File: config.mk
export PLATFORM = sky130hd
export DESIGN_NAME = pbs_ctrl
export DESIGN_NICKNAME = d
export VERILOG_FILES = /design/src/hdl/pbs_pkg.sv /design/src/hdl/pbs_ctrl.sv
export SDC_FILE = /design/constraint.sdc
export NUM_CORES = 1
export LEC_CHECK = 0
export BUFFER_PORTS_ARGS = -buffer_cell sky130_fd_sc_hd__buf_2
export CORE_AREA = 2 2 39 41
export DETAILED_ROUTE_END_ITERATION = 16
export DIE_AREA = 0 0 41 43
export PLACE_DENSITY = 0.57
export SLEW_MARGIN = 20
export SYNTH_ARGS = -nofsm -noshare
export SYNTH_HDL_FRONTEND = slang
export SYNTH_SLANG_ARGS = --single-unit
File: constraint.sdc
create_clock -name clk -period 1.5 [get_ports clk]
set_input_delay 0.225 -clock clk [delete_from_list [all_inputs] [get_ports clk]]
set_output_delay 0.225 -clock clk [all_outputs]
set_load 0.005 [all_outputs]
File: src/hdl/pbs_pkg.sv
// Package for the projectile bounce step block: types, constants, helpers.
// Used by pbs_ctrl, pbs_dp and projectile_bounce_step. No dependencies.
`default_nettype none
package pbs_pkg;

  localparam int TRAIL_DEPTH = 2048;
  localparam int PH_W = $clog2(TRAIL_DEPTH + 1);
  localparam int ADDR_W = 5;

  localparam logic [ADDR_W-1:0] REG_GRAVITY  = 5'd0;
  localparam logic [ADDR_W-1:0] REG_GROUND   = 5'd4;
  localparam logic [ADDR_W-1:0] REG_RESTIT   = 5'd8;
  localparam logic [ADDR_W-1:0] REG_DAMPING  = 5'd12;
  localparam logic [ADDR_W-1:0] REG_REST_SPD = 5'd16;
  localparam logic [ADDR_W-1:0] REG_SPACING  = 5'd20;

  localparam logic signed [31:0] Q_MAX = 32'sh7FFF_FFFF;
  localparam logic signed [31:0] Q_MIN = 32'sh8000_0000;

  typedef enum logic [4:0] {
    ST_IDLE, ST_LAUNCH, ST_FALL, ST_VY, ST_PX, ST_PY, ST_PZ, ST_GND,
    ST_BVY, ST_BVX, ST_BVZ, ST_SQY, ST_SQX, ST_SQZ, ST_STOP,
    ST_DX, ST_DY, ST_DZ, ST_TRAIL, ST_OUT
  } pbs_state_t;

  // Multiplier operand selection
  typedef enum logic [3:0] {
    MS_FALL, MS_PX, MS_PY, MS_PZ, MS_BVY, MS_BVX, MS_BVZ,
    MS_SQY, MS_SQX, MS_SQZ, MS_SQR, MS_DX, MS_DY, MS_DZ, MS_SQS
  } pbs_msel_t;

  typedef struct packed {
    pbs_state_t st;
  } pbs_cmd_t;

  typedef struct packed {
    logic is_launch;
    logic below;
  } pbs_stat_t;

  // Saturate a 34-bit signed sum to 32 bits.
  function automatic logic signed [31:0] sat32(input logic signed [33:0] x);
    logic signed [31:0] r;
    if (x > 34'(Q_MAX)) r = Q_MAX;
    else if (x < 34'(Q_MIN)) r = Q_MIN;
    else r = x[31:0];
    return r;
  endfunction

endpackage
`default_nettype wire

File: src/hdl/pbs_ctrl.sv
// Controller state machine for the projectile bounce step.
// Depends on pbs_pkg; steps the datapath one operation per state.
`default_nettype none
module pbs_ctrl (
  input  wire              clk,
  input  wire              rst_n,
  input  wire              start,
  input  wire              out_taken,
  input  pbs_pkg::pbs_stat_t stat,
  output pbs_pkg::pbs_cmd_t  cmd,
  output logic             busy
);

  pbs_pkg::pbs_state_t state_r, state_nxt;

  always_ff @(posedge clk) begin
    if (!rst_n) state_r <= pbs_pkg::ST_IDLE;
    else state_r <= state_nxt;
  end

  // Sequence: gravity, positions, ground test, bounce, trail test.
  always_comb begin
    state_nxt = state_r;
    unique case (state_r)
      pbs_pkg::ST_IDLE: begin
        if (start) state_nxt = stat.is_launch ? pbs_pkg::ST_LAUNCH : pbs_pkg::ST_FALL;
      end
      pbs_pkg::ST_LAUNCH: state_nxt = pbs_pkg::ST_OUT;
      pbs_pkg::ST_FALL:   state_nxt = pbs_pkg::ST_VY;
      pbs_pkg::ST_VY:     state_nxt = pbs_pkg::ST_PX;
      pbs_pkg::ST_PX:     state_nxt = pbs_pkg::ST_PY;
      pbs_pkg::ST_PY:     state_nxt = pbs_pkg::ST_PZ;
      pbs_pkg::ST_PZ:     state_nxt = pbs_pkg::ST_GND;
      pbs_pkg::ST_GND:    state_nxt = stat.below ? pbs_pkg::ST_BVY : pbs_pkg::ST_DX;
      pbs_pkg::ST_BVY:    state_nxt = pbs_pkg::ST_BVX;
      pbs_pkg::ST_BVX:    state_nxt = pbs_pkg::ST_BVZ;
      pbs_pkg::ST_BVZ:    state_nxt = pbs_pkg::ST_SQY;
      pbs_pkg::ST_SQY:    state_nxt = pbs_pkg::ST_SQX;
      pbs_pkg::ST_SQX:    state_nxt = pbs_pkg::ST_SQZ;
      pbs_pkg::ST_SQZ:    state_nxt = pbs_pkg::ST_STOP;
      pbs_pkg::ST_STOP:   state_nxt = pbs_pkg::ST_DX;
      pbs_pkg::ST_DX:     state_nxt = pbs_pkg::ST_DY;
      pbs_pkg::ST_DY:     state_nxt = pbs_pkg::ST_DZ;
      pbs_pkg::ST_DZ:     state_nxt = pbs_pkg::ST_TRAIL;
      pbs_pkg::ST_TRAIL:  state_nxt = pbs_pkg::ST_OUT;
      pbs_pkg::ST_OUT: begin
        if (out_taken) state_nxt = pbs_pkg::ST_IDLE;
      end
      default: state_nxt = pbs_pkg::ST_IDLE;
    endcase
  end

  assign cmd.st = state_r;
  assign busy   = (state_r != pbs_pkg::ST_IDLE);

endmodule
`default_nettype wire

-- Word-level counts from Yosys, hierarchy flattened
Index checks and enable logic that the tools add are counted.
- register bits: 5
- input port bits: 6
- output and inout bits: 6
- logic and storage cells: 31
- equal/unequal tests: 21
- multiplexer cells: 5
- reduce and logical (&&, ||, !) cells: 4
- operators by type and width (cell ; count):
    5-bit one-hot mux with 19 select lines ; 1
    5-bit by 4-bit == test with 1-bit output (second input constant) ; 8
    5-bit by 3-bit == test with 1-bit output (second input constant) ; 4
    5-bit == test (second input constant) ; 4
    5-bit by 2-bit == test with 1-bit output (second input constant) ; 2
    5-bit 2-to-1 mux ; 2
    5-bit by 1-bit == test with 1-bit output (second input constant) ; 1
    5-bit logical NOT ; 1
    5-bit nonzero test ; 1
    2-bit != test (second input constant) ; 2
    3-bit 2-to-1 mux ; 1
    2-bit 2-to-1 mux ; 1
    2-bit AND reduction ; 1
    2-bit OR reduction ; 1

-- Logic depth before layout (Yosys ltp)
- depth in word-level cells: 3
- depth in mapped cells: 5
- gate-level depth less buffers: 4

-- Worst setup path after synthesis
No wires, ideal clock.
- path type: reg-to-reg
- start point: register state_r[1] (netlist: cmd[1])
- end point: register state_r[4] (netlist: cmd[4])
- library setup time: 0.116 ns
- data arrival time: 1.449 ns
- data required time: 1.384 ns
- path slack: -0.065 ns
- stages on the path, launching flop included: 5
- buffers on the path: 1
- clock period less this slack: 1.565 ns
- cells stage by stage: dfxtp_1 -> buf_6 -> or4_4 -> or3_1 -> and3_1
- longest elaborated chain between the ends: 3
- RTL lines (item ; RTL line ; source):
    start, declared ; pbs_ctrl.sv:14 ; pbs_pkg::pbs_state_t state_r, state_nxt;
    start signal, assigned ; pbs_ctrl.sv:17 ; if (!rst_n) state_r <= pbs_pkg::ST_IDLE;
    start signal, assigned ; pbs_ctrl.sv:18 ; else state_r <= state_nxt;
    5-bit == test, or another cell as far along ; pbs_ctrl.sv:24 ; unique case (state_r)
    2-bit OR reduction (no source line) or 2-bit != test (tied branches) ; - ;
    5-bit one-hot mux with 19 select lines or 2-bit AND reduction (tied branches) ; - ;
Several ways; a longest one is shown, not always the timed one.
A chain may end at the register's enable or synchronous reset.

-- Final worst setup path
- start point: register state_r[0] (netlist: cmd[0])
- end point: output busy
- longest elaborated chain between the ends: 1
- RTL lines (item ; RTL line ; source):
    5-bit nonzero test ; pbs_ctrl.sv:54 ; assign busy = (state_r != pbs_pkg::ST_IDLE);
    end, declared ; pbs_ctrl.sv:11 ; output logic busy
Every way passes these cells.

==> reports/metrics.csv <==
metric,value,unit
ys_warn_count,0,
grt_overflow,0,
r2r_cells,4,
insertion_delay,240,ps
yosysTopAreaCellShare,0.2899,
synthCells,46,
period_share,1.118,
path_delay_family,simple AND/OR/NAND/NOR gates,
syn-num-nets,52,
cts_sinks,5,
drt_iter0_drc,8,
clock_path_buffers,2,
viasPerCell,5.133,
ys_seq_area_frac,0.2899,
synth_edf_count,0,
die_h,43,um
seq_power_share,0.220,
worstHoldEndpoint,cmd[0],
cp_slowest_cell,or4_4,
cts_tree,yes,
synth.avg_cell_area,7.507,um^2
cp.required,1270,ps
ios,12,
hold_slack,260.3,ps
drv_cap,0,
drc,0,
track_usage,0.1404,
grt_max_degree,12,
async_flop_share,0,
clk_pin_slew,40,ps
path_class,reg2out,
syn_area,345.3,um^2
placement.io_buffers,11,
ys_seq_elements,5,
path_cells,"or4_4, or2_4, buf_2",
setup_viol,4,
power_leakage,0.0002446,uW
layout_setup_ws,-177.3,ps
fmax,0.5962,GHz
critPathMaxStageDelay,540,ps
die_area,1763,um^2
cts_hold_buf,0,
dp_hpwl,733,um
clock_skew,0.5284,ps
cts-buffers-inserted,3,
root_buffer,clkbuf_4,
nNetsFinal,74,
diodes,0,
synth_most_common_cell,nand2_1,
place.gp.congestion,0.7750,
grt_setup_unrepaired,true,
start_kind,flip-flop,
status,"finished, violations left",
worstPathArrival,1450,ps
hold_violations,0,
clkPwrFrac,0.155,
core_area,1384,um^2
regToRegEndpoint,cmd[4],
via_count,426,
swShare,0.3794,
max_slew_margin,0.8122,
wl_per_cell,12.36,um
synthFlopType,dfxtp_1,
hold_class,in2reg,
drt_wl_total,1026,um
antenna_left,0,
min_path_cells,2,
crit_path_end_kind,primary output,
synthDistinctLibCells,26,
die_w,41,um
violations,negative setup slack,
timing.final.crit_period,1677,ps
drv_slew,0,
max_slew.worst_pin.slew,277.7,ps
cp_num_buf_inv,1,
grt_pass1_wl,1552,um
fin_util,0.3725,
grt_pass1_vias,368,
synth_common_cells,"nand2_1 (7), dfxtp_1 (5), nor2_1 (4)",
synth_area_leaders,"dfxtp_1 (29%), nand2_1 (7.6%), or2_2 (5.4%)",
drive_gt1_frac,0.4776,
power.combinational.fraction,0.625,
synth_top_area_cell,dfxtp_1,
antenna_found_initial,0,
start_util,0.2495,
r2r_slack,-150,ps
p_sw,377.2,uW
p_per_area,1929,nW/um^2
dr.pass1.iters,4,
fill_cells,162,
htreeDepth,1,
ir_worst_vdd,613.9,uV
internal-power,617.2,uW
core.rowCount,14,
worstPathMaxFanout,2,
reg2reg_from,cmd[0],
min_from,rst_n,
largest_reg_flops,5,
area_growth_syn_to_layout,49.28,%
[through the flow]
stage	cell area, um^2	setup TNS (ps)	std cells	total power (uW)	setup slack (ps)
after detailed placement	462.9	-11.20	78	746.2	-7.303
after CTS	515.5	-475.0	83	989.7	-169.9
after global routing	515.5	-665.6	83	1068	-209.3
after global placement	462.9	0	78	744.3	9.470
after floorplan	346.6	0	46	565.7	8.735
final	515.5	-525.1	83	994.4	-177.3
[cell type report]
| type | count | area (um^2) | area share |
|---|---|---|---|
| flip-flops and latches | 5 | 101.3 | 0.1966 |
| repair buffers | 20 | 122.6 | 0.2379 |
| well taps | 16 | 20.02 | 0.03883 |
| clock buffers | 4 | 26.28 | 0.05097 |
| multi-input cells | 38 | 245.2 | 0.4757 |
[kinds of logic (layout without fill, tap and decap cells)]
kind of cell,Yosys count,count (layout),share of synthesized area
AOI/OAI and AO/OA,13,13,0.2500
and+or+nand+nor,24,24,0.3805
buffers and inverters,3,24,0.05435
DFF,5,5,0.2899
xor gates and xnor gates,1,1,0.02537
[per-layer routing]
| metal | track usage | up-vias | routed length (um) |
|---|---|---|---|
| met5 | 0 | - | 0 |
| li1 | - | 210 | - |
| met1 | 0.1635 | 200 | 445 |
| met4 | 0.1200 | 0 | 19 |
| met3 | 0.04712 | 2 | 44 |
| met2 | 0.1938 | 14 | 516 |
[layout by cell type (no fill, tap or decap), types with 2 or more instances in the layout]
master,netlist,layout
dfxtp_1,5,4
buf_2,0,11
clkbuf_4,0,3
nand2_1,7,7
o21ai_0,3,3
nor2_1,4,4
or2_2,3,2
buf_4,0,9
a21oi_1,2,2
[power by group through the flow]
stage,logic [uW],registers (uW),clock network [uW]
6_report,622,218,154
3_3_place_gp,527,218,0
5_1_grt,672,223,172
4_1_cts,617,215,157
3_5_place_dp,529,218,0
2_1_floorplan,345,221,0
[timing repair]
action / in CTS / in global routing
pin swaps: 2 / 1
buffers inserted: 1 / 0
resized for setup: 4 / 0
setup endpoints to repair: 3 / 4
[worst max-delay path by stage]
| stage | depth (start not counted) | slack, ps | to | start |
|---|---|---|---|---|
| 2_1_floorplan | 3 | 9 | cmd[4] | cmd[2] |
| 3_3_place_gp | 3 | 9 | cmd[4] | cmd[0] |
| 3_5_place_dp | 3 | -7 | cmd[4] | cmd[2] |
| 4_1_cts | 3 | -170 | busy | cmd[0] |
| 5_1_grt | 3 | -210 | busy | cmd[0] |
| 6_report | 3 | -180 | busy | cmd[0] |
Power figures use the tool's default switching activity.
